===== config.mk =====
export PLATFORM = sky130hd
export DESIGN_NAME = sfps_back
export DESIGN_NICKNAME = d
export VERILOG_FILES = /design/src/rtl/core/sfps_pkg.sv /design/src/rtl/core/sfps_back.sv
export SDC_FILE = /design/constraint.sdc
export NUM_CORES = 2
export LEC_CHECK = 0
export ABC_AREA = 0
export BUFFER_PORTS_ARGS = -buffer_cell sky130_fd_sc_hd__buf_2
export CAP_MARGIN = 30
export CORE_ASPECT_RATIO = 1.75
export CORE_MARGIN = 8
export CORE_UTILIZATION = 42
export CTS_BUF_LIST = sky130_fd_sc_hd__clkbuf_2 sky130_fd_sc_hd__clkbuf_4 sky130_fd_sc_hd__clkbuf_8
export DETAILED_ROUTE_END_ITERATION = 8
export PLACE_DENSITY = 0.65
export SYNTH_ARGS = -nofsm -noshare
export SYNTH_HDL_FRONTEND = slang
export SYNTH_SLANG_ARGS = --single-unit

===== constraint.sdc =====
create_clock -name clk_i -period 7.6 [get_ports clk_i]
set_input_delay 0.76 -clock clk_i [delete_from_list [all_inputs] [get_ports clk_i]]
set_output_delay 0.76 -clock clk_i [all_outputs]
set_load 0.01 [all_outputs]

===== src/rtl/core/sfps_pkg.sv =====
// Shared types and constants of the shape fill pixel shader.
package sfps_pkg;

  typedef enum logic [1:0] {
    SHAPE_RECT = 2'd0,
    SHAPE_CIRC = 2'd1,
    SHAPE_GRAD = 2'd2,
    SHAPE_NONE = 2'd3
  } shape_e;

  typedef enum logic [2:0] {
    REG_SHAPE_MODE = 3'd0,
    REG_ORIGIN_X   = 3'd1,
    REG_ORIGIN_Y   = 3'd2,
    REG_EXTENT_W   = 3'd3,
    REG_EXTENT_H   = 3'd4,
    REG_COLOR_A    = 3'd5,
    REG_COLOR_B    = 3'd6,
    REG_ALPHA      = 3'd7
  } reg_e;

  localparam logic [7:0] AlphaOpaque = 8'hFF;

  typedef struct packed {
    logic [11:0] pixel_x;
    logic [11:0] pixel_y;
    logic [23:0] dest_color;
  } pix_in_t;

  typedef struct packed {
    logic        write_enable;
    logic [23:0] pixel_address;
    logic [23:0] new_color;
  } pix_out_t;

  typedef struct packed {
    logic [1:0]         shape_mode;
    logic signed [12:0] origin_x;
    logic signed [12:0] origin_y;
    logic [11:0]        extent_w;
    logic [11:0]        extent_h;
    logic [23:0]        color_a;
    logic [23:0]        color_b;
    logic [7:0]         alpha;
  } cfg_t;

  // Classified item handed from the front part to the back part.
  typedef struct packed {
    logic               hit;       // covered, on screen, and alpha nonzero or gradient
    logic               grad;
    logic               blend;     // alpha below 255
    logic signed [13:0] dy;
    logic [23:0]        addr;
    logic [23:0]        dst;
  } work_t;

  // x / 255 for x < 65280: ((x + 1) + ((x + 1) >> 8)) >> 8.
  function automatic logic [7:0] div255(input logic [15:0] x);
    logic [16:0] t;
    logic [17:0] u;
    begin
      t = {1'b0, x} + 17'd1;
      u = {1'b0, t} + {9'd0, t[16:8]};
      div255 = u[15:8];
    end
  endfunction

endpackage


===== src/rtl/core/sfps_back.sv =====
// Back part: gradient and alpha blend color, with a registered result.
module sfps_back
  import sfps_pkg::*;
(
  input  logic     clk_i,
  input  logic     rst_ni,
  input  logic     in_valid_i,
  input  work_t    in_i,
  input  cfg_t     cfg_i,
  output logic     out_valid_o,
  output pix_out_t out_o
);

  // Stage 1: per channel products.
  logic                s1_valid_q;
  work_t               w1_q;
  logic signed [22:0]  gprod_q [3];
  logic [15:0]         bsum_q  [3];

  logic signed [8:0]   diff   [3];
  logic [7:0]          s_ch   [3];
  logic [7:0]          d_ch   [3];
  logic [7:0]          inv_a;

  assign inv_a = AlphaOpaque - cfg_i.alpha;

  always_comb begin
    for (int k = 0; k < 3; k++) begin
      s_ch[k] = cfg_i.color_a[8*k +: 8];
      d_ch[k] = in_i.dst[8*k +: 8];
      diff[k] = $signed({1'b0, cfg_i.color_b[8*k +: 8]}) - $signed({1'b0, s_ch[k]});
    end
  end

  always_ff @(posedge clk_i or negedge rst_ni) begin
    if (!rst_ni) begin
      s1_valid_q <= 1'b0;
    end else begin
      s1_valid_q <= in_valid_i;
    end
  end

  always_ff @(posedge clk_i) begin
    w1_q <= in_i;
    for (int k = 0; k < 3; k++) begin
      gprod_q[k] <= 23'(in_i.dy * diff[k]);
      bsum_q[k]  <= 16'(s_ch[k] * cfg_i.alpha) + 16'(d_ch[k] * inv_a);
    end
  end

  // Stage 2: gradient quotient, one restoring divider per channel, pipelined
  // over 12 quotient bits; the blend path travels alongside.
  localparam int unsigned QB = 12;

  logic              gv_q   [QB+1];
  work_t             gw_q   [QB+1];
  logic              gneg_q [3][QB+1];
  logic [22:0]       grem_q [3][QB+1];
  logic [11:0]       gquo_q [3][QB+1];
  logic [15:0]       gbs_q  [3][QB+1];

  always_ff @(posedge clk_i or negedge rst_ni) begin
    if (!rst_ni) begin
      for (int i = 0; i <= QB; i++) gv_q[i] <= 1'b0;
    end else begin
      gv_q[0] <= s1_valid_q;
      for (int i = 1; i <= QB; i++) gv_q[i] <= gv_q[i-1];
    end
  end

  always_ff @(posedge clk_i) begin
    gw_q[0] <= w1_q;
    for (int k = 0; k < 3; k++) begin
      gneg_q[k][0] <= gprod_q[k][22];
      grem_q[k][0] <= gprod_q[k][22] ? 23'(-gprod_q[k]) : 23'(gprod_q[k]);
      gquo_q[k][0] <= 12'd0;
      gbs_q[k][0]  <= bsum_q[k];
    end
    for (int i = 1; i <= QB; i++) begin
      gw_q[i] <= gw_q[i-1];
      for (int k = 0; k < 3; k++) begin
        logic [23:0] trial;
        trial = {1'b0, grem_q[k][i-1]} - ({12'd0, cfg_i.extent_h} << (QB - i));
        gneg_q[k][i] <= gneg_q[k][i-1];
        gbs_q[k][i]  <= gbs_q[k][i-1];
        if (!trial[23]) begin
          grem_q[k][i] <= trial[22:0];
          gquo_q[k][i] <= gquo_q[k][i-1] | (12'd1 << (QB - i));
        end else begin
          grem_q[k][i] <= grem_q[k][i-1];
          gquo_q[k][i] <= gquo_q[k][i-1];
        end
      end
    end
  end

  // Output register.
  work_t fin;
  logic [23:0] color;
  assign fin = gw_q[QB];

  always_comb begin
    color = fin.dst;
    for (int k = 0; k < 3; k++) begin
      logic [7:0] q8;
      q8 = gquo_q[k][QB][7:0];
      if (fin.grad) begin
        color[8*k +: 8] = cfg_i.color_a[8*k +: 8] + (gneg_q[k][QB] ? 8'(-q8) : q8);
      end else if (fin.blend) begin
        color[8*k +: 8] = div255(gbs_q[k][QB]);
      end else begin
        color[8*k +: 8] = cfg_i.color_a[8*k +: 8];
      end
    end
    if (!fin.hit) color = fin.dst;
  end

  always_ff @(posedge clk_i or negedge rst_ni) begin
    if (!rst_ni) begin
      out_valid_o <= 1'b0;
    end else begin
      out_valid_o <= gv_q[QB];
    end
  end

  always_ff @(posedge clk_i) begin
    out_o.write_enable  <= fin.hit;
    out_o.pixel_address <= fin.addr;
    out_o.new_color     <= color;
  end

endmodule


# --- Word-level counts from Yosys, hierarchy flattened ---
# Memories as Yosys holds them, arrays and structs flattened.
# Cells that the tools add are included.
word_totals:
  mem_bits_rw: 2954
  in_bits: 176
  out_inout_bits: 50
  mem_count: 7
  wordCells: 327
  ff_bits: 129
op_classes:
  bitwise: 72
  n_addsub: 58
  multipliers: 9
  mux: 157
mem_list:
  columns: ["name", "depth", "width", "rd", "rd_clocked_by_memory_dff", "write_ports", "line_no", "text"]
  rows:
  - ["grem_q", 3, 299, 3, 0, 3, "sfps_back.sv:58", "logic [22:0] grem_q [3][QB+1];"]
  - ["gw_q", 13, 65, 13, 0, 13, "sfps_back.sv:56", "work_t gw_q [QB+1];"]
  - ["gbs_q", 3, 208, 3, 0, 3, "sfps_back.sv:60", "logic [15:0] gbs_q [3][QB+1];"]
  - ["gquo_q", 3, 144, 3, 0, 3, "sfps_back.sv:59", "logic [11:0] gquo_q [3][QB+1];"]
  - ["gprod_q", 3, 23, 3, 0, 3, "sfps_back.sv:17", "logic signed [22:0] gprod_q [3];"]
  - ["bsum_q", 3, 16, 3, 0, 3, "sfps_back.sv:18", "logic [15:0] bsum_q [3];"]
  - ["1 more memories", null, null, null, null, null, null, null]
ops:
  columns: ["cell", "count"]
  rows:
  - ["two-way mux 23 bit", 39]
  - ["two-way mux 12 bit", 36]
  - ["multiplier 8 x 8 -> 16 bit", 6]
  - ["two-way mux 1 bit", 72]
  - ["two-way mux 8 bit", 9]
  - ["bitwise OR 1 bit", 72]
  - ["subtractor 23 x 12 -> 24 bit", 3]
  - ["subtractor 23 x 13 -> 24 bit", 3]
  - ["subtractor 23 x 14 -> 24 bit", 3]
  - ["subtractor 23 x 15 -> 24 bit", 3]
  - ["subtractor 23 x 16 -> 24 bit", 3]
  - ["subtractor 23 x 17 -> 24 bit", 3]
  - ["subtractor 23 x 18 -> 24 bit", 3]
  - ["subtractor 23 x 19 -> 24 bit", 3]
  - ["subtractor 23 x 20 -> 24 bit", 3]
  - ["subtractor 23 x 21 -> 24 bit", 3]
  - ["subtractor 23 x 22 -> 24 bit", 3]
  - ["subtractor 23 x 23 -> 24 bit", 3]
  - ["multiplier 14 x 9 -> 23 bit", 3]
  - ["negator 23 bit", 3]
  - ["adder 16 x 1 -> 17 bit, second input constant", 3]
  - ["adder 16 bit", 3]
  - ["adder 16 x 9 -> 16 bit", 3]
  - ["subtractor 8 x 8 -> 9 bit", 3]
  - ["4 further kinds", 8]

# --- Longest topological paths before layout ---
# An unclocked memory read counts as a cell.
logic_depth:
  ltp_word: 6
  mapped_depth: 31
  depth_no_buf: 30

# --- Least setup slack after synthesis ---
# No wires, ideal clock.
synth_path:
  kind: "input-to-reg"
  start: "input port cfg_i[42] in the netlist's numbering"
  end: "memory gprod_q[1][21] (netlist: gprod_q[0][44])"
  stages: 29
  setup_time_ps: 118
  n_path_buf: 2
  required_ps: 7482
  t_arrival_ps: 7051
  slack_ps: 430
  path_cell_list: "clkbuf_1 -> inv_1 -> ha_1 -> o21ai_0 -> a21boi_0 -> o21ai_0 -> nand2b_1 -> a21o_1 -> a21oi_1 -> xnor2_1 -> clkbuf_1 -> nand2_1 -> fa_1 -> fa_1 -> inv_1 -> fa_1 -> fa_1 -> inv_1 -> fa_1 -> inv_1 -> ha_1 -> inv_1 -> o21bai_1 -> a311oi_1 -> or3_1 -> o311ai_0 -> a31o_2 -> a21oi_1 -> xnor2_1"
synth_lines:
  columns: ["item", "line_no", "text"]
  rows:
  - ["from (decl)", "sfps_back.sv:9", "input cfg_t cfg_i,"]
  - ["to (decl)", "sfps_back.sv:17", null]

==> summary.md <==
| Metric | Value |
|---|---|
| Non-filler instance count after layout | between 10000 and 15000 |
| Placed Cells | about 13000 |
| Post-synth top area cell | dfxtp_1 |
| Power, Total | between 60 and 70 mW |
| Via count | approximately 68000 |
| Crit Path Max Fanout | 2 |
| Buffers on Ports | roughly 190 |
| Global placement routability congestion | about 0.86 |
| Finished Cell Area | 0.120 sq mm |
| Worst Hold Class | in2reg |
| Combinational family with the most area after synthesis | adder cells |
| Yosys reg bits | ~2500 |
| Clk sinks | 2494 |
| Part of the cycle the worst path needs | 0.890 |
| Mapped Avg Cell Area | about 11 sq um |
| WHS | roughly 120 ps |
| Die width | approximately 400 um |
| Most frequent cells in the layout | dfxtp_1, inv_1, ha_1 |
| First-pass GRT wire length | around 360 mm |
| Core area | 0.252 sq mm |
| Number of synthesized flops with an enable pin | 0 |
| DR WL/cell | roughly 16 um |
| Final worst slack | 837 ps |
| Via-per-instance ratio | 4.90 |
| Reg clk slew, reported paths | 60 ps |
| Clock Path Buffers | 4 |
| Startpoint Class | primary input |
| Critical path class | in2reg |
| Setup Viol. Count Final | 0 |
| Skew-Pair Late Insertion Delay | around 1000 ps |
| Nets | between 10000 and 15000 |
| Gr ovfl total | 0 |
| Fill cells | between 20000 and 25000 |
| Layout Skew | 113 ps |
| Synth Flop Type | dfxtp_1 |
| CTS Hold Bufs | 46 |
| Std cell rows | between 200 and 250 |
| R2r setup slk | around 3400 ps |
| VDD IR max | 661 uV |
| Post-CTS Setup Bufs | 0 |
| Drt initial violations | 2863 |
| Vias in the first global route | a little over 70000 |
| Area of the die | 0.270 sq mm |
| Post-synth ARST share | 0.00601 |
| Die height | between 600 and 700 um |
| Area contributors post-synth | dfxtp_1, fa_1, ha_1, xnor2_1, inv_1 |
| CP required | 8370 ps |
| Arrival time of the worst setup path | 7530 ps |
| Post-Synth Simple-Gate Area | 0.118 |
| Worst slew margin | 0.347 |
| Pre-antenna DRT Iters | 6 |
| Final Util | 0.476 |
| Overall routing resource usage | 0.165 |
| Place WS | -60.6 ps |
| Routed WL | approximately 230 mm |
| Area grow syn2layout | 13.0% |
| Max cap viols | 0 |
| Setup TNS | 0 ps |
| Syn Inst Count | 9761 |
| Max incr delay on CP | approximately 500 ps |
| Mapped cell area | 0.106 sq mm |
| H-tree depth | 5 |
| Post-synth top area share | 0.468 |
| Fraction of layout cells with a size suffix above 1 | 0.107 |
| Initial core utilization | 0.421 |
| Largest net degree at the start of global routing | between 40 and 50 |
| Slowest-stage cell, CP | fa_1 |
| Worst-Margin Slew | around 980 ps |
| Fraction of the mapped netlist area in compound gates | 0.0860 |
| Power per cell area | 512 mW/mm^2 |
| Most common cell after layout, fill and taps aside | dfxtp_1 |
| Fmax | approximately 0.15 GHz |
| TritonCTS Buffers | 350 |
| Post-CTS resize count | 0 |
| Drc violations | 0 |
| Post-synthesis sequential area ratio | 0.471 |
| Leakage | around 54 nW |
| IO Pins | ~230 |
| Synth Area in XOR/XNOR | 0.0518 |
| Distinct cells, synth | between 90 and 100 |
| Final ANT Viol Nets | 0 |
| Status | finished clean |
| Adder-Cell Fraction of Synth Area | 0.220 |
| Pins Over Slew Limit | 0 |
| Minimum clock period | about 6800 ps |
| Initial antenna violation count | 30 |
| Dpl cell area | ~0.11 sq mm |
| Multiplexer share of the synthesized area | 0.0132 |
| RSZ-0062 raised after global routing | false |
| Post-DP HPWL | approximately 170 mm |
| YS warnings | 0 |
| Endpoint class of the critical path | flop |
| TritonCTS clock tree | done |
| Final Hold Viols | 0 |
| Root Buffer | clkbuf_8 |
synth_stat cells, types with 65 or more instances:
| library cell | n |
|---|---|
| nor2b_1 | 240 |
| clkbuf_1 | 157 |
| and2_1 | 320 |
| xnor2_1 | 409 |
| nand2_1 | 559 |
| inv_1 | 895 |
| ha_1 | 840 |
| fa_1 | 642 |
| xor2_1 | 212 |
| o21ai_0 | 377 |
| nor2_1 | 568 |
| nand3_1 | 95 |
| dfxtp_1 | 2479 |
| a21oi_1 | 428 |
| o31ai_1 | 74 |
| nand2b_1 | 251 |
| o21a_1 | 109 |
| or3_1 | 65 |
| a21o_1 | 145 |
| mux2_2 | 97 |
| nor3_1 | 152 |
area by class of cell:
type	instances	area [sq um]	share of cell area
Tap cell	3321	4160	0.0347
Multi-Input combinational cell	6171	52000	0.433
Sequential cell	2494	50000	0.417
Clock inverter	95	1100	0.00914
Antenna cell	13	32.5	0.000271
Inverter	898	3370	0.0281
Clock buffer	525	6710	0.0559
Timing Repair Buffer	378	2570	0.0214
state kept, by name (all words and copies together), names as in the netlist:
register,cells
out_valid_o,1
out_o,49
bsum_q,48
gquo_q,108
gbs_q,624
grem_q,828
w1_q,51
gprod_q,69
gv_q,13
gw_q,663
s1_valid_q,1
gneg_q,39
per-layer routing:
metal	vias up	part of all wire	GRT usage
met4	14	0.050	0.0820
met1	32800	0.39	0.179
li1	33200	-	-
met5	-	0.00038	0
met3	581	0.049	0.0295
met2	1421	0.51	0.307
logic make-up after synthesis:
logic type               after synthesis
buffers and inverters               1098
adder cells (fa/ha/maj)             1482
other                                  1
multiplexers                         128
flip-flops                          2494
AND/OR/NAND/NOR                     2477
XOR/XNOR                             623
AO/OA/AOI/OAI                       1458
power breakdown:
part           internal, mW  switching [mW]  total (mW)
Sequential             18.2            2.13        20.4
Combinational          14.0            15.9        29.8
Clock                  6.33            4.88        11.2
Total                  38.5            22.9        61.4
critical path, delay by kind of cell:
kind | cells | cell delay, ps
buffers and inverters | 8 | 810
adders and majority gates | 7 | 2960
AOI/OAI and AO/OA | 10 | 1830
and+or+nand+nor | 4 | 990
xor gates and xnor gates | 1 | 130
worst paths after layout:
check / start / to / depth (start not counted)
max: cfg_i[42] / gprod_q[0][44] / 30
min: in_i[4] / w1_q[4] / 1
max reg2reg: gbs_q[0][0] / out_o[7] / 13
min reg2reg: gbs_q[0][369] / gbs_q[0][353] / 0
max in group asynchronous: rst_ni / gv_q[5] / 2
min in group asynchronous: rst_ni / gv_q[9] / 2
No activity file was read; power rests on OpenSTA's default activity.
