<file path="config.mk">
export PLATFORM = sky130hd
export DESIGN_NAME = sfps_front
export DESIGN_NICKNAME = d
export VERILOG_FILES = /design/src/rtl/core/sfps_pkg.sv /design/src/rtl/core/sfps_front.sv
export SDC_FILE = /design/constraint.sdc
export NUM_CORES = 1
export LEC_CHECK = 0
export BUFFER_PORTS_ARGS = -buffer_cell sky130_fd_sc_hd__buf_4
export CORE_MARGIN = 8
export CORE_UTILIZATION = 35
export CTS_CLUSTER_SIZE = 20
export DETAILED_ROUTE_END_ITERATION = 8
export PLACE_DENSITY_LB_ADDON = 0.2
export RECOVER_POWER = 50
export SLEW_MARGIN = 0
export SYNTH_ARGS = -nofsm -noshare
export SYNTH_HDL_FRONTEND = slang
export SYNTH_SLANG_ARGS = --single-unit
</file>
<file path="constraint.sdc">
create_clock -name clk_i -period 24.3 [get_ports clk_i]
set_clock_uncertainty 0.05 [all_clocks]
set_input_delay 1.215 -clock clk_i [delete_from_list [all_inputs] [get_ports clk_i]]
set_output_delay 1.215 -clock clk_i [all_outputs]
set_load 0.1 [all_outputs]
</file>
<file path="src/rtl/core/sfps_pkg.sv">
// Shared types and constants of the shape fill pixel shader.
package sfps_pkg;

  typedef enum logic [1:0] {
    SHAPE_RECT = 2'd0,
    SHAPE_CIRC = 2'd1,
    SHAPE_GRAD = 2'd2,
    SHAPE_NONE = 2'd3
  } shape_e;

  typedef enum logic [2:0] {
    REG_SHAPE_MODE = 3'd0,
    REG_ORIGIN_X   = 3'd1,
    REG_ORIGIN_Y   = 3'd2,
    REG_EXTENT_W   = 3'd3,
    REG_EXTENT_H   = 3'd4,
    REG_COLOR_A    = 3'd5,
    REG_COLOR_B    = 3'd6,
    REG_ALPHA      = 3'd7
  } reg_e;

  localparam logic [7:0] AlphaOpaque = 8'hFF;

  typedef struct packed {
    logic [11:0] pixel_x;
    logic [11:0] pixel_y;
    logic [23:0] dest_color;
  } pix_in_t;

  typedef struct packed {
    logic        write_enable;
    logic [23:0] pixel_address;
    logic [23:0] new_color;
  } pix_out_t;

  typedef struct packed {
    logic [1:0]         shape_mode;
    logic signed [12:0] origin_x;
    logic signed [12:0] origin_y;
    logic [11:0]        extent_w;
    logic [11:0]        extent_h;
    logic [23:0]        color_a;
    logic [23:0]        color_b;
    logic [7:0]         alpha;
  } cfg_t;

  // Classified item handed from the front part to the back part.
  typedef struct packed {
    logic               hit;       // covered, on screen, and alpha nonzero or gradient
    logic               grad;
    logic               blend;     // alpha below 255
    logic signed [13:0] dy;
    logic [23:0]        addr;
    logic [23:0]        dst;
  } work_t;

  // x / 255 for x < 65280: ((x + 1) + ((x + 1) >> 8)) >> 8.
  function automatic logic [7:0] div255(input logic [15:0] x);
    logic [16:0] t;
    logic [17:0] u;
    begin
      t = {1'b0, x} + 17'd1;
      u = {1'b0, t} + {9'd0, t[16:8]};
      div255 = u[15:8];
    end
  endfunction

endpackage

</file>
<file path="src/rtl/core/sfps_front.sv">
// Front part: coverage test, screen clip and address for one pixel.
module sfps_front
  import sfps_pkg::*;
#(
  parameter int unsigned SCREEN_W = 1024,
  parameter int unsigned SCREEN_H = 768
) (
  input  logic    clk_i,
  input  logic    rst_ni,
  input  logic    in_valid_i,
  input  pix_in_t in_i,
  input  cfg_t    cfg_i,
  output logic    out_valid_o,
  output work_t   out_o
);

  // Stage 1 registers the differences (the squares' operands), the on-screen flag, address, dest color and mode.
  logic               s1_valid_q;
  logic signed [13:0] dx_q, dy_q;
  logic               on_screen_q;
  logic [23:0]        addr_q, dst_q;
  logic [1:0]         mode_q;

  logic signed [13:0] dx_d, dy_d;
  logic [35:0]        addr_full;

  assign dx_d = $signed({2'b00, in_i.pixel_x}) - 14'(cfg_i.origin_x);
  assign dy_d = $signed({2'b00, in_i.pixel_y}) - 14'(cfg_i.origin_y);
  assign addr_full = 36'(in_i.pixel_y) * 36'(SCREEN_W) + 36'(in_i.pixel_x);

  always_ff @(posedge clk_i or negedge rst_ni) begin
    if (!rst_ni) begin
      s1_valid_q <= 1'b0;
    end else begin
      s1_valid_q <= in_valid_i;
    end
  end

  always_ff @(posedge clk_i) begin
    dx_q        <= dx_d;
    dy_q        <= dy_d;
    on_screen_q <= (32'(in_i.pixel_x) < SCREEN_W) && (32'(in_i.pixel_y) < SCREEN_H);
    addr_q      <= addr_full[23:0];
    dst_q       <= in_i.dest_color;
    mode_q      <= cfg_i.shape_mode;
  end

  // Stage 2 squares and classifies.
  logic [27:0] dx2, dy2, r2;
  logic [28:0] dsum;
  logic        rect_cov, circ_cov, cov;

  assign dx2  = 28'(dx_q * dx_q);
  assign dy2  = 28'(dy_q * dy_q);
  assign r2   = 28'({12'd0, cfg_i.extent_w} * {12'd0, cfg_i.extent_w});
  assign dsum = {1'b0, dx2} + {1'b0, dy2};
  assign rect_cov = !dx_q[13] && !dy_q[13]
                 && (dx_q < $signed({2'b00, cfg_i.extent_w}))
                 && (dy_q < $signed({2'b00, cfg_i.extent_h}));
  assign circ_cov = dsum <= {1'b0, r2};

  always_comb begin
    unique case (shape_e'(mode_q))
      SHAPE_RECT, SHAPE_GRAD: cov = rect_cov;
      SHAPE_CIRC:             cov = circ_cov;
      default:                cov = 1'b0;
    endcase
  end

  always_ff @(posedge clk_i or negedge rst_ni) begin
    if (!rst_ni) begin
      out_valid_o <= 1'b0;
    end else begin
      out_valid_o <= s1_valid_q;
    end
  end

  always_ff @(posedge clk_i) begin
    out_o.grad  <= (mode_q == SHAPE_GRAD);
    out_o.hit   <= cov && on_screen_q
                && ((mode_q == SHAPE_GRAD) || (cfg_i.alpha != 8'd0));
    out_o.blend <= (cfg_i.alpha != AlphaOpaque);
    out_o.dy    <= dy_q;
    out_o.addr  <= addr_q;
    out_o.dst   <= dst_q;
  end

endmodule

</file>
* After elaboration in Yosys (flattened, before gate mapping)
Index checks and enable logic that the tools add are counted.
Word-level totals: input bits 159, logic and storage cells 42, bits in registers 144, output and inout port bits 66
Cells by class: add/sub/neg operators 4, equal/unequal tests 3, multipliers 3, reductions and logical operators 12, magnitude comparators 5, muxes and demuxes 1
Operators with widths (number):
- multiplier 14 x 14 -> 28 bit | 2
- adder 28 x 28 -> 29 bit | 1
- less-or-equal comparator 29 x 24 -> 1 bit | 1
- less-than comparator 14 x 13 -> 1 bit | 2
- subtractor 13 x 13 -> 14 bit | 2
- multiplier 12 x 12 -> 24 bit | 1
- adder 22 x 12 -> 23 bit | 1
- less-than comparator 12 x 10 -> 1 bit (second input constant) | 1
- less-than comparator 12 x 11 -> 1 bit (second input constant) | 1
- inequality test 8 bit (second input constant) | 1
- nonzero test 8 bit | 1
- logical AND 1 bit | 6
- == test 2 x 1 -> 1 bit (second input constant) | 1
- == test 2 bit (second input constant) | 1
- logical NOT 1 bit | 2
- logical NOT 2 bit | 1
- one-hot mux 1 bit (2 select lines) | 1
- OR reduction 2 bit | 1
- logical OR 1 bit | 1

* Depth between registers and ports, before layout
Gate-level depths: netlist (run 1).
word-level depth 7, gate-level depth with buffers 41, depth with buffers taken out 39

* Least setup slack after synthesis (run 1)
No wires, ideal clock.
path kind register -> register, from register dy_q[2], to register out_o[64] in the netlist's numbering, path buffers 2, setup time 0.092 ns, slack 16.124 ns, arrival time 8.034 ns, cell stages (with the launch flop) 37, clock period less this slack 8.176 ns, data required time 24.158 ns, cell sequence dfxtp_1 -> clkbuf_1 -> clkbuf_1 -> nand2_1 -> fa_1 -> fa_1 -> inv_1 -> fa_1 -> inv_1 -> fa_1 -> inv_1 -> fa_1 -> inv_1 -> fa_1 -> inv_1 -> ha_1 -> or3_1 -> o21ai_0 -> o21ai_0 -> a21oi_1 -> xnor2_1 -> ha_1 -> a21oi_1 -> nand2_1 -> a211oi_1 -> a31oi_1 -> o41ai_1 -> o21bai_1 -> a21oi_1 -> xnor2_1 -> ha_1 -> nand4_1 -> nor4b_1 -> a21oi_1 -> o21ai_0 -> nand4b_1 -> o32ai_1
Between the ends: longest elaborated chain between the ends 6, elaborated cells on any way between the ends 8, those cells by class 1 x add/sub; 1 x mul; 2 x order compare; 1 x mux; 3 x reduce/logical
Ends and longest elaborated chain:
- start, declared | RTL line sfps_front.sv:19 | logic signed [13:0] dx_q, dy_q;
- start signal, assigned | RTL line sfps_front.sv:41 | dy_q <= dy_d;
- multiplier 14 x 14 -> 28 bit | RTL line sfps_front.sv:54 | assign dy2 = 28'(dy_q * dy_q);
- adder 28 x 28 -> 29 bit | RTL line sfps_front.sv:56 | assign dsum = {1'b0, dx2} + {1'b0, dy2};
- less-or-equal comparator 29 x 24 -> 1 bit | RTL line sfps_front.sv:60 | assign circ_cov = dsum <= {1'b0, r2};
- one-hot mux 1 bit (2 select lines) (*) | RTL line sfps_front.sv:63 | unique case (shape_e'(mode_q))
- logical AND 1 bit (*) | RTL line sfps_front.sv:80 | out_o.hit <= cov && on_screen_q
- logical AND 1 bit (*) | RTL line sfps_front.sv:81 | && ((mode_q == SHAPE_GRAD) || (cfg_i.alpha != 8'd0));
- end, declared | RTL line sfps_front.sv:14 | output work_t out_o
Mark *: on every way between the ends. The rest lies on a longest branch, timed or not.

* Worst setup path after layout (run 1)
from register dy_q[1], to register out_o[64] in the netlist's numbering
Same word-level chain as after synthesis.

==> results of run 1 <==
[worst max-delay path: cells and delay by family, from the launching register on]
kind	cells	cell delay, ns
AOI/OAI and AO/OA	13	3.48
xor gates and xnor gates	2	0.43
and+or+nand+nor	4	0.99
buffers and inverters	8	1.56
adders and majority gates	9	3.56
DFF	1	0.31
[layer usage]
| layer | vias to the layer above | global-route usage (%) |
|---|---|---|
| met4 | 0 | 3.55 |
| li1 | 8175 | - |
| met5 | - | 0 |
| met3 | 58 | 2.99 |
| met2 | 365 | 28.3 |
| met1 | 8529 | 19.7 |
[flip-flops by register name (all words and copies together), names as in the netlist]
signal       cells
addr_q          23
dst_q           24
dx_q            14
dy_q            14
mode_q           2
on_screen_q      1
out_o           64
out_valid_o      1
s1_valid_q       1
[cells by family after synthesis]
kind of cell | after synthesis
fa+ha+maj | 719
buf+inv | 649
simple gates | 549
compound gates | 309
xor+xnor | 146
flops | 144
mux | 7
other cells | 1
[cell usage in the layout, fill, tap and decap left out, drive strengths merged, types with 83 or more instances in the layout]
master / n
a21oi: 86
and2: 83
buf: 138
dfxtp: 142
fa: 435
ha: 284
inv: 614
nand2: 161
nor2: 133
xnor2: 104
[stage by stage]
step	util, %	cells	hold WS, ns	setup WS, ns	area (um^2)
final	39.5	3574	0.274	13.81	26500
after global routing	39.5	3574	0.284	13.16	26500
after CTS	39.6	3574	0.275	14.19	26600
after detailed placement	38.8	3542	0.262	14.25	26000
after global placement	38.8	3542	0.260	14.41	26000
after floorplan	-	2524	0.260	16.12	23700
[path summary, 6_finish.rpt]
check / startpoint / endpoint / slack [ns] / cells past startpoint
setup / recovery: dy_q[1] / out_o[64] / 13.81 / 36
hold / removal: dst_q[16] / out_o[16] / 0.27 / 0
setup reg to reg: dy_q[1] / out_o[64] / 13.81 / 36
hold reg to reg: dst_q[16] / out_o[16] / 0.27 / 0
max in group asynchronous: rst_ni / s1_valid_q / 23.55 / 1
min in group asynchronous: rst_ni / out_valid_o / 0.51 / 1
[final cells by class]
cell class,count,area (um^2)
Clock buffer,19,453
Clock inverter,13,118
Fill cell,6823,40600
Inverter,609,2290
Multi-Input combinational cell,1731,18300
Sequential cell,144,2890
Tap cell,873,1090
Timing Repair Buffer,185,1320
==> metrics.txt, run 1 <==
status finished clean; Metal-1 WL 25000 um; Max Slew Vio Count 0; mux cell area share after synthesis 0.323%; drt drc 0; Via Count 17100; initial antenna violation count 1; Routed WL 58300 um; CP max-delay cell o41ai_1; nets 3566; largest net degree at the start of global routing 29; startpoint type of the worst setup path flop; Rel. slew slack 7.24%; gr usage total 15.9%; critical path's most frequent cell inv_1; post-synth top area share 36.8%; Final GP Congestion 0.868; HPWL after detailed placement 49800 um; worst slew pin tran 1.39 ns; postcts setup bufs 0; Syn Std Cell Area 23700 um^2; Critical Path Max Stage Delay 0.77 ns; WL met3 3010 um; Max Fclk 95.3 MHz; adder-cell share of the synthesized area 51.8%; Tmin final 10.50 ns; Req. time, crit path 24.57 ns; Tcrit/Tclk final 43.2%; Crit Path Class flop to flop; Die Y-Extent 276 um; nature of the critical path endpoint flop; Post-CTS Resized 0; Syn Area/Cell 9.37 um^2; P&R area growth vs syn 12.0%; DR iter-0 viols 722; full die area 76200 um^2; commonest cells in the netlist inv_1 (605), fa_1 (435), ha_1 (284); Yosys reg bits 144; IO buf count 175; highest routed layer met4; Async SR Flop Fraction 1.39%; CP Max Fanout 13; post-route ant nets 0; warnings from Yosys 0; Max H-tree Level 4; clk sink count 144; Synth Area in Compound Gates 8.64%; RSZ-0062 raised after global routing no; Syn Nets 3402; predominant post-synthesis flop cell dfxtp_1; Final Hold Vio Count 0; row count 95; DR WL/cell 16.3 um; die width 276 um; post-synthesis simple-gate area fraction 11.2%; Core Area 67000 um^2; final setup fails 0; Starting Density 35.3%; crit path DAT 10.77 ns; largest family of logic cells by synthesized area adder cells; num ports 225; Worst-path clk slew 0.06 ns; CTS Hold Bufs 0; Worst-Skew Late Latency 0.43 ns; Via density 4.79; ant diodes 0; Mapped Cells 2524; CTS root buffer clkbuf_16; met2 wire length 29300 um; first-pass GRT wire length 96500 um; most numerous cell in the Yosys netlist inv_1; CTS Buffer Depth 2; setup_tns 0 ns; top cells by area, synth fa_1 (37%), ha_1 (15%), dfxtp_1 (12%); synth unique cells 67; xor/xnor share of the synthesized area 5.41%; CTS tree yes; ratio of cells with drive above 1 in the final layout 8.22%; leading area contributor after synthesis fa_1; post-synthesis sequential area ratio 12.2%; number of synthesized flops with an enable pin 0; grt ovf 0; worst hold path class flop to flop; CTS Buf Count 17; drt pass-1 iters 5; vias in the first global route 19100; Max-cap violations 0
Power of run 1 is left out: the tool's default activity adds up to more than one toggle a clock period on the data nets, which glitch-free logic cannot reach.
==> run 2, diff against run 1 <==
==> constraint.sdc (replaced) <==
create_clock -name clk_i -period 9.3 [get_ports clk_i]
set_clock_uncertainty 0.05 [all_clocks]
set_input_delay 0.465 -clock clk_i [delete_from_list [all_inputs] [get_ports clk_i]]
set_output_delay 0.465 -clock clk_i [all_outputs]
set_load 0.1 [all_outputs]
==> run 2 against run 1 <==
Against the previous run: sequential share of layout area fell by 0.12 points; worst hold slack got worse by 0.17 ns; sequential cell count did not move; via count rose by 1.2%; count of clock-buffer cells in the layout fell by 1; global-route usage barely moved; critical endpoint unchanged; core utilization rose by 0.52 points; design area rose by 1.3%.
==> metrics.txt, run 2 (same netlist as run 1, synthesis figures left out) <==
status finished clean; Tmin final 8.79 ns (-1.70 ns); Worst-Skew Late Latency 0.43 ns (about the same); worst slew pin tran 0.887 ns (-0.504 ns); busiest grt layer met2; HPWL after detailed placement 51700 um (+3.7%); initial antenna violation count 1 (unchanged); Via density 4.81 (+0.31%); post-route ant nets 0 (unchanged); Tcrit/Tclk final 94.5% (+51 points); Starting Density 35.3% (unchanged); row count 95 (unchanged); drt drc 0 (unchanged); first-pass GRT wire length 96200 um (-0.31%); met2 usage 28.0% (-0.28 points); die width 276 um (unchanged); met3 Use GR 3.64% (+0.66 points); num ports 225 (unchanged); Core Area 67000 um^2 (unchanged); Crit Path Class flop to flop; CTS Buf Count 17 (unchanged); Top Registers out_o: 64 flops, dst_q: 24 flops, addr_q: 23 flops; CP max-delay cell fa_1; DR iter-0 viols 669 (-7.3%); CP Max Fanout 9 (-4); ratio of cells with drive above 1 in the final layout 9.81% (+1.6 points); gr usage total 15.8% (-0.018 points); Worst-path clk slew 0.07 ns (about the same); postcts setup bufs 0 (unchanged); CTS root buffer clkbuf_16; Fill cells 6801 (-0.32%); worst hold path class primary input to flop; DR WL/cell 16.3 um (-0.27%); area of the multi-input gates 18300 um^2 (about the same); CTS Buffer Depth 2 (unchanged); setup_tns 0 ns (unchanged); clk sink count 144 (unchanged); critical path's most frequent cell fa_1; Final Hold Vio Count 0 (unchanged); crit path DAT 9.02 ns (-1.75 ns); P&R area growth vs syn 13.4%; Via Count 17300 (+1.2%); final setup fails 0 (unchanged); commonest non-fill, non-tap cells in the layout inv_1 (605), fa_1 (435), ha_1 (284); Final GP Congestion 0.862 (-0.71%); most flop-heavy register out_o; Largest register FFs 64 (unchanged); nets 3597 (+0.87%); CTS tree yes; Req. time, crit path 9.53 ns (-15.04 ns); Max-cap violations 0 (unchanged); Storage cell area 2900 um^2 (+0.26%); drt pass-1 iters 5 (unchanged); largest net degree at the start of global routing 24 (-17%); nature of the critical path endpoint flop; met1 usage 19.2% (-0.51 points); Max Slew Vio Count 0 (unchanged); Die Y-Extent 276 um (unchanged); Critical Path Max Stage Delay 0.55 ns (-0.22 ns); startpoint type of the worst setup path flop; Routed WL 58700 um (+0.66%); IO buf count 175 (unchanged); RSZ-0062 raised after global routing no; Max H-tree Level 4 (unchanged); vias in the first global route 19100 (+0.22%); Max Fclk 114 MHz (+19%); Rel. slew slack 40.5% (+33 points); most common cell after layout, fill and taps aside inv_1; grt ovf 0 (unchanged); full die area 76200 um^2 (unchanged)
run 2: repair_timing:
item	CTS	global route
endpoints found under the hold margin	2	0
gates resized for setup	0	7
endpoints found under the setup margin	0	1
hold buffers	1	0
run 2: worst max-delay path, delay by kind of cell, from the launching register on:
kind / cells / cell delay, ns
fa+ha+maj: 9 / 4.16
simple gates: 10 / 1.83
compound gates: 8 / 1.22
buf+inv: 5 / 0.62
xor+xnor: 2 / 0.28
flops: 1 / 0.44
run 2: per-layer routing:
metal	routed length [um]	vias to the layer above	share of wire, %
met5	0	-	0
met3	3700	82	6.3
met1	24600	8597	42
met4	1400	0	2.4
met2	29000	411	49
li1	-	8248	-
run 2: final timing paths:
path                            start  cells past startpoint     endpoint  slack, ns
max                           dy_q[5]                     34    out_o[64]       0.51
min                           in_i[0]                      1     dst_q[0]       0.10
max reg2reg                   dy_q[5]                     34    out_o[64]       0.51
min reg2reg                addr_q[18]                      0    out_o[42]       0.27
max in group asynchronous      rst_ni                      2  out_valid_o       8.75
min in group asynchronous      rst_ni                      2   s1_valid_q       0.31
run 2: per-stage QoR:
step | hold WS (ns) | cells | util (%) | worst slack [ns] | instance area, um^2
floorplan | 0.119 | 2524 | - | 1.12 | 23700
global placement | 0.197 | 3572 | 39.1 | 0.560 | 26200
detailed placement | 0.199 | 3572 | 39.1 | 0.437 | 26200
CTS | 0.0583 | 3605 | 40.1 | 0.407 | 26900
global route | 0.0827 | 3605 | 40.0 | 0.0139 | 26800
finish | 0.103 | 3607 | 40.0 | 0.509 | 26800
run 2: final cells by class:
| class | count | area share (%) |
|---|---|---|
| Timing Repair Buffer | 216 | 5.93 |
| Clock inverter | 14 | 0.723 |
| Clock buffer | 18 | 1.64 |
| Multi-Input combinational cell | 1731 | 68.3 |
| Sequential cell | 144 | 10.8 |
| Inverter | 609 | 8.52 |
| Tap cell | 873 | 4.07 |
| Antenna cell | 2 | 0.0186 |
Power of run 2 is left out for the same reason.
