### src/rtl/core/sfps_pkg.sv
// Shared types and constants of the shape fill pixel shader.
package sfps_pkg;

  typedef enum logic [1:0] {
    SHAPE_RECT = 2'd0,
    SHAPE_CIRC = 2'd1,
    SHAPE_GRAD = 2'd2,
    SHAPE_NONE = 2'd3
  } shape_e;

  typedef enum logic [2:0] {
    REG_SHAPE_MODE = 3'd0,
    REG_ORIGIN_X   = 3'd1,
    REG_ORIGIN_Y   = 3'd2,
    REG_EXTENT_W   = 3'd3,
    REG_EXTENT_H   = 3'd4,
    REG_COLOR_A    = 3'd5,
    REG_COLOR_B    = 3'd6,
    REG_ALPHA      = 3'd7
  } reg_e;

  localparam logic [7:0] AlphaOpaque = 8'hFF;

  typedef struct packed {
    logic [11:0] pixel_x;
    logic [11:0] pixel_y;
    logic [23:0] dest_color;
  } pix_in_t;

  typedef struct packed {
    logic        write_enable;
    logic [23:0] pixel_address;
    logic [23:0] new_color;
  } pix_out_t;

  typedef struct packed {
    logic [1:0]         shape_mode;
    logic signed [12:0] origin_x;
    logic signed [12:0] origin_y;
    logic [11:0]        extent_w;
    logic [11:0]        extent_h;
    logic [23:0]        color_a;
    logic [23:0]        color_b;
    logic [7:0]         alpha;
  } cfg_t;

  // Classified item handed from the front part to the back part.
  typedef struct packed {
    logic               hit;       // covered, on screen, and alpha nonzero or gradient
    logic               grad;
    logic               blend;     // alpha below 255
    logic signed [13:0] dy;
    logic [23:0]        addr;
    logic [23:0]        dst;
  } work_t;

  // x / 255 for x < 65280: ((x + 1) + ((x + 1) >> 8)) >> 8.
  function automatic logic [7:0] div255(input logic [15:0] x);
    logic [16:0] t;
    logic [17:0] u;
    begin
      t = {1'b0, x} + 17'd1;
      u = {1'b0, t} + {9'd0, t[16:8]};
      div255 = u[15:8];
    end
  endfunction

endpackage

### src/rtl/core/sfps_queue.sv
// Short queue between the front and back parts.
module sfps_queue
  import sfps_pkg::*;
(
  input  logic  clk_i,
  input  logic  rst_ni,
  input  logic  push_i,
  input  work_t data_i,
  input  logic  pop_i,
  output logic  valid_o,
  output work_t data_o
);

  work_t      mem_q [2];
  logic       wr_q, rd_q;
  logic [1:0] cnt_q;

  assign valid_o = cnt_q != 2'd0;
  assign data_o  = mem_q[rd_q];

  always_ff @(posedge clk_i) begin
    if (push_i) begin
      mem_q[wr_q] <= data_i;
    end
  end

  always_ff @(posedge clk_i or negedge rst_ni) begin
    if (!rst_ni) begin
      wr_q  <= 1'b0;
      rd_q  <= 1'b0;
      cnt_q <= 2'd0;
    end else begin
      if (push_i) wr_q <= ~wr_q;
      if (pop_i && valid_o) rd_q <= ~rd_q;
      cnt_q <= cnt_q + 2'(push_i) - 2'(pop_i && valid_o);
    end
  end

endmodule

### config.mk
export PLATFORM = sky130hd
export DESIGN_NAME = sfps_queue
export DESIGN_NICKNAME = d
export VERILOG_FILES = /design/src/rtl/core/sfps_pkg.sv /design/src/rtl/core/sfps_queue.sv
export SDC_FILE = /design/constraint.sdc
export NUM_CORES = 1
export LEC_CHECK = 0
export BUFFER_PORTS_ARGS = -buffer_cell sky130_fd_sc_hd__buf_2
export CELL_PAD_IN_SITES_DETAIL_PLACEMENT = 0
export CELL_PAD_IN_SITES_GLOBAL_PLACEMENT = 1
export CORE_ASPECT_RATIO = 1.1
export CORE_MARGIN = 5
export CORE_UTILIZATION = 40
export DETAILED_ROUTE_END_ITERATION = 12
export GPL_TIMING_DRIVEN = 1
export PLACE_DENSITY = 0.72
export REMOVE_ABC_BUFFERS = 1
export SETUP_SLACK_MARGIN = 0.2
export SYNTH_ARGS = -nofsm -noshare
export SYNTH_HDL_FRONTEND = slang
export SYNTH_SLANG_ARGS = --single-unit
### constraint.sdc
create_clock -name clk_i -period 3.9 [get_ports clk_i]
set_input_delay 0.39 -clock clk_i [delete_from_list [all_inputs] [get_ports clk_i]]
set_output_delay 0.39 -clock clk_i [all_outputs]
set_load 0.005 [all_outputs]
* After elaboration in Yosys (flattened, before gate mapping)
Memory sizes are Yosys's and may differ from the RTL's. Cells that the tools add are included.
Word-level totals: register bits 4, bits in latches 0, memory bits (writable) 130, ROM bits 0, input bits 69, output and inout bits 66, logic and storage cells 12, memories 1
Operators by class: $add $sub $neg 2, multiply operators 0, divide/modulo/power cells 0, $lt $le $gt $ge 0, equality and inequality tests 0, shifts and indexed selects 0, muxes and demuxes 2, bitwise gates (word level) 2, reductions and logical operators 2
Memory list:
- mem_q | depth 2, bits a word 65, rd ports 1, clocked after Yosys merged registers in 0, write ports 1, RTL line sfps_queue.sv:14 | work_t mem_q [2];
Operators with widths (count):
- 2-bit by 1-bit adder with 2-bit output | 1
- 1-bit 2-to-1 mux | 2
- 1-bit inverter | 2
- 2-bit nonzero test | 1
- 2-bit by 1-bit subtractor with 2-bit output | 1
- 1-bit logical AND | 1

* Longest topological paths before layout
Gate-level depths: netlist (run 1).
depth after elaboration 3, depth in mapped cells 6, gate-level depth less buffers 6

* Worst setup path after synthesis (run 1)
OpenSTA, ideal clock, no wires.
path type register to register, from reg wr_q, to mem mem_q[0][0] (netlist name) (enable), library setup time 0.496 ns, arrival time 3.291 ns, path slack 0.113 ns, cell stages (with the launch flop) 2, path buffers 0, period minus slack after synthesis 3.787 ns, cell sequence dfrtp_1 > nor2b_1
RTL lines:
- start: declaration | RTL line sfps_queue.sv:15 | logic wr_q, rd_q;
- start signal: assignment | RTL line sfps_queue.sv:33 | if (push_i) wr_q <= ~wr_q;
- end: declaration | RTL line sfps_queue.sv:14
No word-level cell before the write port.

==> reports/qor.log, run 1 <==
INFO  run_status     result_of_the_run=finished clean
INFO  route          route.antenna.remaining_nets=0
INFO  worst_setup_path timing.critical_path.from=rd_q
INFO  route          drt_pre_antenna_iters=4
INFO  layout         final-seq-area=0.00401mm2
INFO  global_routing global_route.usage.total=12.1%
INFO  worst_setup_path timing.critical_path.to_type=output port
INFO  clocking       ctsRootBufferMaster=sky130_fd_sc_hd__clkbuf_16
INFO  placed_design  place_area=0.00588mm2
INFO  sta            slew_headroom=25.6%
INFO  yosys          ys_warn_count=0
INFO  sta            timing.final.max_slew_violations=0
INFO  global_routing grt_antenna_before_repair=1
INFO  pwr            seq_power_share=45.1%
INFO  die            die_height=128um
INFO  sta            timing.hold.ws=0.176ns
INFO  sta            setup_slack=1.35ns
INFO  hold_path      worst_hold_path.num_cells=1
INFO  pwr            p_total=4780uW
INFO  die            floorplan.io_pins=135
INFO  worst_setup_path critPathMaxFanout=66
INFO  clocking       tritoncts=yes
INFO  worst_setup_path worstRegToRegCells=2
INFO  clocking       numCtsBuffers=17
INFO  sta            clock-skew-final=0.00628ns
INFO  worst_setup_path timing.critical_path.required=3.51ns
INFO  yosys          post_synth_num_cell_types=14
INFO  layout         post-route-cell-area=0.00646mm2
INFO  pwr            power_switching=1180uW
INFO  clocking       cts-resized-gates=0
INFO  placed_design  place.port_buffers=134
INFO  pwr            worst_ir_drop_vdd=0.483mV
INFO  sta            timing.final.setup_violations=0
INFO  yosys          synthesis.instances=218
INFO  hold_path      min_delay_worst_endpoint=mem_q[0][7]
INFO  layout         mostFrequentLayoutCells=134 x sky130_fd_sc_hd__buf_2, 130 x sky130_fd_sc_hd__edfxtp_1, 40 x sky130_fd_sc_hd__mux2_4
INFO  sta            finalHoldViolCount=0
INFO  hold_path      hold_start=data_i[7]
INFO  hold_path      hp-class=input pin to register
INFO  clocking       buffer_depth_of_the_longest_clock_path=2
INFO  clocking       clock_sink_count=134
INFO  layout         syn_to_final_growth=28.1%
INFO  sta            max_slew.worst_pin.slew=1.12ns
INFO  global_routing grt_first_pass_wirelength=13.2mm
INFO  global_routing global_route.overflow_total=0
INFO  placed_design  place_worst_setup_slack=1.74ns
INFO  yosys          synth_area_per_cell=23.1um2
INFO  sta            period_minus_slack=2.55ns
INFO  route          routed_wl=8.83mm
INFO  route          route.detailed.drc=0
INFO  layout         drive_above_1_share=60.4%
INFO  pwr            swShare=24.8%
INFO  pwr            clkPwrFrac=32.0%
INFO  route          routed_via_density=4.59
INFO  layout         mostFrequentLayoutCell=sky130_fd_sc_hd__buf_2
INFO  route          routed_wire_length_per_instance=16.5um
INFO  layout         final_net_count=437
INFO  sta            portion_of_the_clock_cycle_consumed_by_the_worst_path_in_the_final_layout=65.3%
INFO  worst_setup_path rr_endpoint=mem_q[0][62]
INFO  yosys          syn_area=0.00505mm2
INFO  sta            grt_setup_unrepaired=false
INFO  die            core_area=0.0125mm2
INFO  global_routing via_count_of_the_first_global_routing_pass=2660
INFO  route          routed-via-count=2459
INFO  pwr            internal_power=3600uW
INFO  clocking       worstSkewPairLatency=0.40ns
INFO  layout         filler_cell_count=1060
INFO  worst_setup_path setup.reg_to_reg.worst_slack=2.20ns
INFO  sta            maximum_frequency_from_static_timing_analysis=0.393GHz
INFO  sta            final.setup.tns=0ns
INFO  clocking       cts_max_level=4
INFO  worst_setup_path r2r-start=wr_q
INFO  layout         footprint_of_the_multi_input_gates=978um2
INFO  die            placement_rows=43
INFO  die            initial_utilization=40.4%
INFO  pwr            total_leakage_power=0.00256uW
INFO  flow_run       maxCapViolations=0
INFO  placed_design  globalplace.congestion=0.685
INFO  pwr            comb_power_share=23.0%
INFO  die            floorplan.die_area=0.0150mm2
INFO  placed_design  hpwl=5.64mm
INFO  yosys          ys_seq_elements=134
INFO  layout         antenna_cells_inserted=0
INFO  die            floorplan.die.width=117um
INFO  route          drt-initial-drc-count=85
INFO  pwr            p_per_area=740mW/mm2
INFO  clocking       postCtsHoldBufs=1
INFO  worst_setup_path setup.worst_path.class=register to output port
INFO  worst_setup_path type_of_element_launching_the_critical_path=register
INFO  worst_setup_path critical_path_arrival=2.16ns
INFO  global_routing grt_max_degree=67
INFO  clocking       post-cts-setup-buffers=0
INFO  yosys          seq_area_frac_synth=79.3%
INFO  clocking       clkSlewWorstSetupHoldPaths=0.06ns
==> per-layer routing <==
metal,track usage [%],part of all wire (%),vias to the layer above
met5,0,0.079,-
met4,5.87,1.1,2
met3,4.82,7.6,9
met2,20.5,52,80
met1,13.1,39,1208
li1,-,-,1160
==> how the worst max path moves through the flow <==
stage	to	cells past startpoint
6_report	data_o[63]	2
5_1_grt	data_o[64]	2
4_1_cts	data_o[14]	2
3_5_place_dp	data_o[14]	2
3_3_place_gp	data_o[14]	2
2_1_floorplan	mem_q[0][0]	1
==> logic make-up (layout without fill, tap and decap cells) <==
group / after synthesis / in the layout / synth area share (%)
flops: 134 / 134 / 79.3
mux: 65 / 65 / 17.5
buf+inv: 9 / 170 / 1.46
xor+xnor: 4 / 4 / 0.694
simple gates: 3 / 3 / 0.372
fa+ha+maj: 2 / 2 / 0.496
compound gates: 1 / 1 / 0.149
==> through the flow <==
stage          cells  utilization [%]
3_3_place_gp     503             47.1
4_1_cts          536             51.8
2_1_floorplan    211                -
5_1_grt          536             51.8
6_report         536             51.8
3_5_place_dp     503             47.1
==> power groups by stage <==
| stage | Combinational (uW) | Clock [uW] | Sequential, uW |
|---|---|---|---|
| global route | 1200 | 1650 | 2200 |
| CTS | 1140 | 1580 | 2170 |
| floorplan | 744 | 0 | 2140 |
| finish | 1100 | 1530 | 2150 |
| detailed placement | 1140 | 0 | 2200 |
| global placement | 1120 | 0 | 2180 |
==> worst max-delay path: stages (launching register included) <==
cell                      delay (ns)
sky130_fd_sc_hd__dfrtp_4        1.16
sky130_fd_sc_hd__mux2_2         0.41
sky130_fd_sc_hd__buf_2          0.13
==> cell usage after synthesis (all sizes together) <==
master  number  area share, %
and2         1           0.12
buf          7            1.3
dfrtp        4            2.0
edfxtp     130             77
ha           2           0.50
inv          2           0.15
mux2        65             17
nor2b        1           0.12
o21a         1           0.15
or2          1           0.12
xnor2        2           0.35
xor2         2           0.35
==> layout make-up <==
cell class | instances | share of cell area (%)
inverter | 2 | 0.116
clock inverter | 11 | 2.05
multi-input combinational | 75 | 15.1
sequential | 134 | 62.0
timing repair buffer | 136 | 10.8
tap | 157 | 3.04
clock buffer | 21 | 6.81
==> state kept, by name, indices dropped and copies added (netlist names) <==
name   count
mem_q    130
wr_q       1
cnt_q      2
rd_q       1
Power figures use the tool's default switching activity.
==> run 2: changes to the inputs <==
Settings changed: ABC_AREA from default to 1, CORE_UTILIZATION 40 to 41, PLACE_DENSITY 0.72 to 0.76.
Clock period 3.9 ns to 2.6 ns, I/O delays scaled along.
==> run 2 against run 1 <==
Net effect: sequential share of layout area rose by 1.0 points; routed wire length increased by 7.3%; synthesized cell count increased by 69%; final cell count is 27% higher; design area fell by 1.7%; critical path depth grew 3; die area decreased by 4.3%; non-clock buffer count up 6; sequential power up 40%; critical endpoint is now data_o[6]; largest cell class unchanged; highest routed layer unchanged.
==> reports/qor.log, run 2 <==
INFO  run_status     result_of_the_run=finished clean
INFO  pwr            p_per_area=1110mW/mm2
INFO  layout         antenna_cells_inserted=0
INFO  worst_setup_path cp_slowest_stage_delay=0.50ns
INFO  global_routing global_route.usage.total=13.6%
INFO  yosys          yosys-top-cells-count=205 x sky130_fd_sc_hd__nand2_1, 130 x sky130_fd_sc_hd__edfxtp_1, 12 x sky130_fd_sc_hd__buf_2
INFO  route          routed_wire_length_per_instance=13.9um
INFO  worst_setup_path critPathTopFamily=buffers and inverters
INFO  layout         drive_above_1_share=32.3%
INFO  worst_setup_path critical_path_arrival=1.64ns
INFO  yosys          async_flop_share=2.99%
INFO  route          routed-via-count=3112
INFO  clocking       tritoncts=yes
INFO  yosys          yosys.area.top_type=sky130_fd_sc_hd__edfxtp_1
INFO  hold_path      hp-class=input pin to register
INFO  worst_setup_path cp_cell_sequence=inv_2 -> buf_4 -> nand2_1 -> nand2_1 -> buf_2
INFO  yosys          ys_seq_elements=134
INFO  clocking       post-cts-setup-buffers=0
INFO  route          route.detailed.drc=0
INFO  route          drt-initial-drc-count=123
INFO  worst_setup_path critPathMaxFanout=33
INFO  yosys          syn_area=0.00493mm2
INFO  layout         layout.core_utilization=53.3%
INFO  yosys          synth_top_cells_by_area=sky130_fd_sc_hd__edfxtp_1 79%, sky130_fd_sc_hd__nand2_1 16%, sky130_fd_sc_hd__dfrtp_1 2.0%
INFO  placed_design  hpwl=6.30mm
INFO  worst_setup_path timing.critical_path.required=2.34ns
INFO  layout         top_registers=mem_q: 130 flops, cnt_q: 2 flops
INFO  flow_run       maxCapViolations=0
INFO  sta            max_slew.worst_pin.slew=0.493ns
INFO  worst_setup_path type_of_element_launching_the_critical_path=register
INFO  route          route.antenna.remaining_nets=0
INFO  yosys          synthMostInstantiatedCell=sky130_fd_sc_hd__nand2_1
INFO  placed_design  place_worst_setup_slack=1.02ns
INFO  global_routing global_route.overflow_total=0
INFO  layout         mostFrequentLayoutCells=205 x sky130_fd_sc_hd__nand2_1, 134 x sky130_fd_sc_hd__buf_2, 130 x sky130_fd_sc_hd__edfxtp_1
INFO  clocking       buffer_depth_of_the_longest_clock_path=2
INFO  yosys          synthesis.instances=368
INFO  pwr            worst_ir_drop_vdd=0.697mV
INFO  layout         largest_reg_flops=130
INFO  worst_setup_path timing.critical_path.from=rd_q
INFO  worst_setup_path worstRegToRegCells=3
INFO  worst_setup_path setup.worst_path.class=register to output port
INFO  sta            clock-skew-final=0.00602ns
INFO  global_routing grt_first_pass_wirelength=14.9mm
INFO  hold_path      min_delay_worst_endpoint=mem_q[0][36]
INFO  sta            period_minus_slack=1.90ns
INFO  yosys          seq_area_frac_synth=81.2%
INFO  clocking       worstSkewPairLatency=0.40ns
INFO  global_routing grt_max_degree=66
INFO  die            core_area=0.0119mm2
INFO  die            die_height=125um
INFO  layout         final_net_count=586
INFO  clocking       ctsRootBufferMaster=sky130_fd_sc_hd__clkbuf_16
INFO  pwr            p_total=7030uW
INFO  sta            finalHoldViolCount=0
INFO  yosys          synth-edff-count=130
INFO  layout         syn_to_final_growth=28.9%
INFO  clocking       clock_sink_count=134
INFO  worst_setup_path rr_endpoint=mem_q[1][7]
INFO  die            floorplan.die_area=0.0143mm2
INFO  route          routed_via_density=4.58
INFO  layout         mostFrequentLayoutCell=sky130_fd_sc_hd__nand2_1
INFO  clocking       cts_max_level=4
INFO  placed_design  globalplace.congestion=0.732
INFO  layout         register_containing_the_most_flip_flops_in_the_final_layout=mem_q
INFO  worst_setup_path worst-path-buf-inv=3
INFO  yosys          synth_top_area_share=79.2%
INFO  sta            timing.final.max_slew_violations=0
INFO  die            floorplan.io_pins=135
INFO  placed_design  place.port_buffers=134
INFO  clocking       clkSlewWorstSetupHoldPaths=0.05ns
INFO  worst_setup_path cpMaxStageDelayCell=sky130_fd_sc_hd__dfrtp_2
INFO  route          drt_pre_antenna_iters=4
INFO  sta            timing.final.setup_violations=0
INFO  sta            portion_of_the_clock_cycle_consumed_by_the_worst_path_in_the_final_layout=73.0%
INFO  worst_setup_path r2r-start=wr_q
INFO  yosys          synth_flop_cell=sky130_fd_sc_hd__edfxtp_1
INFO  sta            maximum_frequency_from_static_timing_analysis=0.527GHz
INFO  die            placement_rows=42
INFO  pwr            total_leakage_power=0.00278uW
INFO  sta            setup_slack=0.701ns
INFO  sta            final.setup.tns=0ns
INFO  sta            grt_setup_unrepaired=false
INFO  hold_path      hold_start=data_i[36]
INFO  global_routing grt_antenna_before_repair=1
INFO  die            floorplan.die.width=115um
INFO  die            initial_utilization=41.3%
INFO  route          routed_wl=9.48mm
INFO  global_routing via_count_of_the_first_global_routing_pass=3102
INFO  worst_setup_path timing.critical_path.to_type=output port
INFO  worst_setup_path critical-path-top-cell-by-count=sky130_fd_sc_hd__nand2_1
INFO  sta            slew_headroom=67.1%
INFO  yosys          ys_warn_count=0
INFO  worst_setup_path setup.reg_to_reg.worst_slack=1.05ns
INFO  hold_path      worst_hold_path.num_cells=1
INFO  yosys          synth_area_per_cell=13.4um2
INFO  clocking       numCtsBuffers=17
INFO  yosys          post_synth_num_cell_types=11
-- run 2: cell count changes in the layout (fill, tap and decap cells not counted), moves of 2 or more --
| cell | previous run | this run |
|---|---|---|
| sky130_fd_sc_hd__nand2_1 | 0 | 205 |
| sky130_fd_sc_hd__mux2_4 | 40 | 0 |
| sky130_fd_sc_hd__mux2_2 | 25 | 0 |
| sky130_fd_sc_hd__buf_4 | 0 | 5 |
| sky130_fd_sc_hd__inv_1 | 2 | 7 |
| sky130_fd_sc_hd__clkbuf_1 | 4 | 0 |
| sky130_fd_sc_hd__clkinv_1 | 3 | 5 |
| sky130_fd_sc_hd__clkinvlp_4 | 1 | 3 |
| sky130_fd_sc_hd__inv_2 | 0 | 2 |
| sky130_fd_sc_hd__nand3_1 | 0 | 2 |
| sky130_fd_sc_hd__xnor2_1 | 2 | 0 |
-- run 2: cell type report --
class	count	area (um2)
clock inverter	13	116
timing repair buffer	142	758
fill	1031	5570
inverter	9	33.8
sequential	134	4010
clock buffer	17	425
tap	154	193
multi-input combinational	211	825
-- run 2: stage by stage --
stage	area, um2	cells	hold WS (ns)
global placement	5800	649	0.0752
finish	6360	680	0.0506
detailed placement	5800	649	0.0764
CTS	6360	680	0.0296
floorplan	4850	354	-0.0356
global route	6360	680	0.0282
-- run 2: logic make-up after synthesis --
group                    after synthesis  share of synthesized area (%)
buffers and inverters                 23                           2.21
XOR/XNOR                               1                          0.178
AND/OR/NAND/NOR                      208                           15.9
flip-flops                           134                           81.2
adder cells (fa/ha/maj)                2                          0.508
-- run 2: layer usage --
metal / track usage, % / vias to the layer above / wire (um)
li1: - / 1529 / -
met1: 16.4 / 1466 / 3870
met2: 22.0 / 98 / 4750
met3: 4.83 / 17 / 712
met4: 5.59 / 2 / 141
met5: 0 / - / 7
-- run 2: timing repair --
item,CTS,global route
endpoints found under the hold margin,4,0
hold buffers,1,0
gates resized for setup,0,0
-- run 2: worst max-delay path by stage --
stage                        endpoint  cells after the start  slack (ns)
after floorplan           mem_q[0][0]                      1       -1.02
after global placement    mem_q[1][2]                      3        1.05
after detailed placement  mem_q[1][1]                      3        1.02
after CTS                   data_o[6]                      5        0.65
after global routing       data_o[61]                      4        0.58
final                       data_o[6]                      5        0.70
-- run 2: report_power, final --
part | leakage [uW] | switching (uW) | internal [uW]
Clock | 0.000258 | 796 | 1370
Combinational | 0.00126 | 1160 | 699
Sequential | 0.00127 | 125 | 2870
==> run 3: changes to the inputs <==
Settings changed: ABC_AREA 1 to 0, CORE_UTILIZATION 41 to 44.
Clock period 2.6 ns to 1.8 ns, I/O delays scaled along.
==> run 3 against run 2 <==
Net effect: final cell count down 11%; clock skew down 0.00069 ns; via count down 10%; combinational power up 100%; clock power up 46%; clock-buffer cell count up 2; sequential cell count unchanged; sequential power up 45%; critical endpoint is now data_o[0]; critical path type unchanged.
==> reports/qor.log, run 3 (same netlist as run 1, synthesis figures left out) <==
INFO  route          routed_wire_length_per_instance=16.0um
INFO  sta            finalHoldViolCount=0
INFO  route          route.detailed.drc=0
INFO  die            floorplan.die_area=0.0137mm2
INFO  sta            timing.final.max_slew_violations=0
INFO  global_routing grtUsageMet3=5.33%
INFO  layout         final_net_count=511
INFO  die            core_area=0.0113mm2
INFO  placed_design  place.port_buffers=134
INFO  sta            period_minus_slack=1.77ns
INFO  die            floorplan.die.width=112um
INFO  global_routing grt_max_degree=37
INFO  worst_setup_path critical_path_arrival=1.59ns
INFO  layout         mostFrequentLayoutCell=sky130_fd_sc_hd__edfxtp_1
INFO  sta            portion_of_the_clock_cycle_consumed_by_the_worst_path_in_the_final_layout=98.2%
INFO  sta            final.setup.tns=0ns
INFO  global_routing global_route.usage.total=14.5%
INFO  placed_design  place_area=0.00599mm2
INFO  die            placement_rows=41
INFO  die            floorplan.io_pins=135
INFO  route          route.antenna.remaining_nets=0
INFO  die            initial_utilization=44.5%
INFO  worst_setup_path setup.worst_path.class=register to output port
INFO  sta            grt_setup_unrepaired=true
INFO  layout         drive_above_1_share=53.1%
INFO  layout         mostFrequentLayoutCells=130 x sky130_fd_sc_hd__edfxtp_1, 86 x sky130_fd_sc_hd__buf_2, 66 x sky130_fd_sc_hd__dlygate4sd3_1
INFO  clocking       worstSkewPairLatency=0.40ns
INFO  clocking       buffer_depth_of_the_longest_clock_path=2
INFO  clocking       cts_max_level=4
INFO  clocking       numCtsBuffers=17
INFO  layout         post-route-cell-area=0.00757mm2
INFO  global_routing grt.busiest_layer=met2
INFO  worst_setup_path critPathMaxFanout=19
INFO  route          routed_via_density=4.64
INFO  worst_setup_path timing.critical_path.to_type=output port
INFO  route          routed-via-count=2795
INFO  worst_setup_path type_of_element_launching_the_critical_path=register
INFO  pwr            p_per_area=1500mW/mm2
INFO  pwr            worst_ir_drop_vdd=0.823mV
INFO  global_routing groute.layer.met2.usage=26.4%
INFO  layout         largest_reg_flops=130
INFO  clocking       ctsRootBufferMaster=sky130_fd_sc_hd__clkbuf_16
INFO  clocking       clock_sink_count=134
INFO  layout         register_containing_the_most_flip_flops_in_the_final_layout=mem_q
INFO  run_status     result_of_the_run=finished clean
INFO  sta            slew_headroom=85.4%
INFO  global_routing grt_first_pass_wirelength=15.0mm
INFO  sta            clock-skew-final=0.00533ns
INFO  flow_run       maxCapViolations=0
INFO  global_routing grt_antenna_before_repair=0
INFO  layout         top_registers=mem_q: 130 flops, cnt_q: 2 flops
INFO  placed_design  hpwl=5.72mm
INFO  global_routing grtUsageMet1=15.3%
INFO  clocking       clkSlewWorstSetupHoldPaths=0.05ns
INFO  route          drt_pre_antenna_iters=4
INFO  clocking       tritoncts=yes
INFO  worst_setup_path timing.critical_path.required=1.62ns
INFO  layout         filler_cell_count=790
INFO  sta            timing.final.setup_violations=0
INFO  die            die_height=122um
INFO  hold_path      hp-class=input pin to register
INFO  route          routed_wl=9.65mm
INFO  sta            max_slew.worst_pin.slew=0.219ns
INFO  placed_design  globalplace.congestion=0.682
INFO  pwr            total_leakage_power=0.00305uW
INFO  sta            maximum_frequency_from_static_timing_analysis=0.566GHz
INFO  route          drt-initial-drc-count=113
INFO  layout         antenna_cells_inserted=0
INFO  global_routing via_count_of_the_first_global_routing_pass=3044
INFO  layout         syn_to_final_growth=49.9%
INFO  global_routing global_route.overflow_total=0
==> run 3: cell types whose count changed in the layout (fill, tap and decap cells not counted), moves of 5 or more <==
cell,before,now
sky130_fd_sc_hd__inv_1,7,2
sky130_fd_sc_hd__buf_2,134,86
sky130_fd_sc_hd__mux2_4,0,52
sky130_fd_sc_hd__buf_6,0,48
sky130_fd_sc_hd__mux2_2,0,13
sky130_fd_sc_hd__nand2_1,205,0
sky130_fd_sc_hd__dlygate4sd3_1,1,66
sky130_fd_sc_hd__buf_12,2,7
==> run 3: worst max-delay path, cell delays in order, from the launching register on <==
cell,delay [ns]
sky130_fd_sc_hd__dfrtp_4,0.50
sky130_fd_sc_hd__buf_12,0.21
sky130_fd_sc_hd__mux2_2,0.35
sky130_fd_sc_hd__buf_2,0.13
==> run 3: area by class of cell <==
class | count | area (um2) | area share (%)
clock buffer | 19 | 433 | 5.72
clock inverter | 12 | 113 | 1.49
inverter | 2 | 7.51 | 0.0992
multi-input combinational | 75 | 1020 | 13.5
sequential | 134 | 4010 | 53.0
tap | 150 | 188 | 2.48
timing repair buffer | 210 | 1790 | 23.7
==> run 3: path summary, 6_finish.rpt <==
| kind | cells after the start | endpoint | startpoint | slack (ns) |
|---|---|---|---|---|
| worst min-delay path | 2 | wr_q | push_i | 0.01 |
| worst max register to register | 6 | cnt_q[1] | cnt_q[1] | 0.30 |
| worst max-delay path | 3 | data_o[0] | rd_q | 0.03 |
| worst min register to register | 1 | wr_q | wr_q | 0.54 |
| max in group asynchronous | 2 | rd_q | rst_ni | 1.54 |
| min in group asynchronous | 2 | rd_q | rst_ni | 0.12 |
==> run 3: what timing repair did <==
item,in CTS,in global routing
endpoints found under the hold margin,134,0
cloned,0,0
resized for setup,56,4
endpoints found under the setup margin,65,65
hold buffers,66,0
buffers inserted,3,0
==> run 3: through the flow <==
step	instances	hold slack, ns	power (uW)	worst slack [ns]	utilization, %
3_5_place_dp	502	-0.00785	7390	0.296	52.9
4_1_cts	602	0.0000437	11400	0.00969	66.6
5_1_grt	602	0.00617	11800	-0.0242	66.7
2_1_floorplan	211	-0.116	6160	-1.99	-
3_3_place_gp	502	-0.0114	7330	0.314	52.9
6_report	602	0.0140	11300	0.0328	66.7
==> run 3: power breakdown <==
group | internal, uW | switching [uW] | leakage, uW
Sequential | 4150 | 202 | 0.00127
Combinational | 2350 | 1450 | 0.00151
Clock | 2000 | 1160 | 0.000267
==> run 3: per-layer routing <==
layer	part of all wire (%)	vias to the layer above
met3	6.6	12
li1	-	1306
met2	54	94
met4	1.4	0
met1	38	1383
met5	0	-
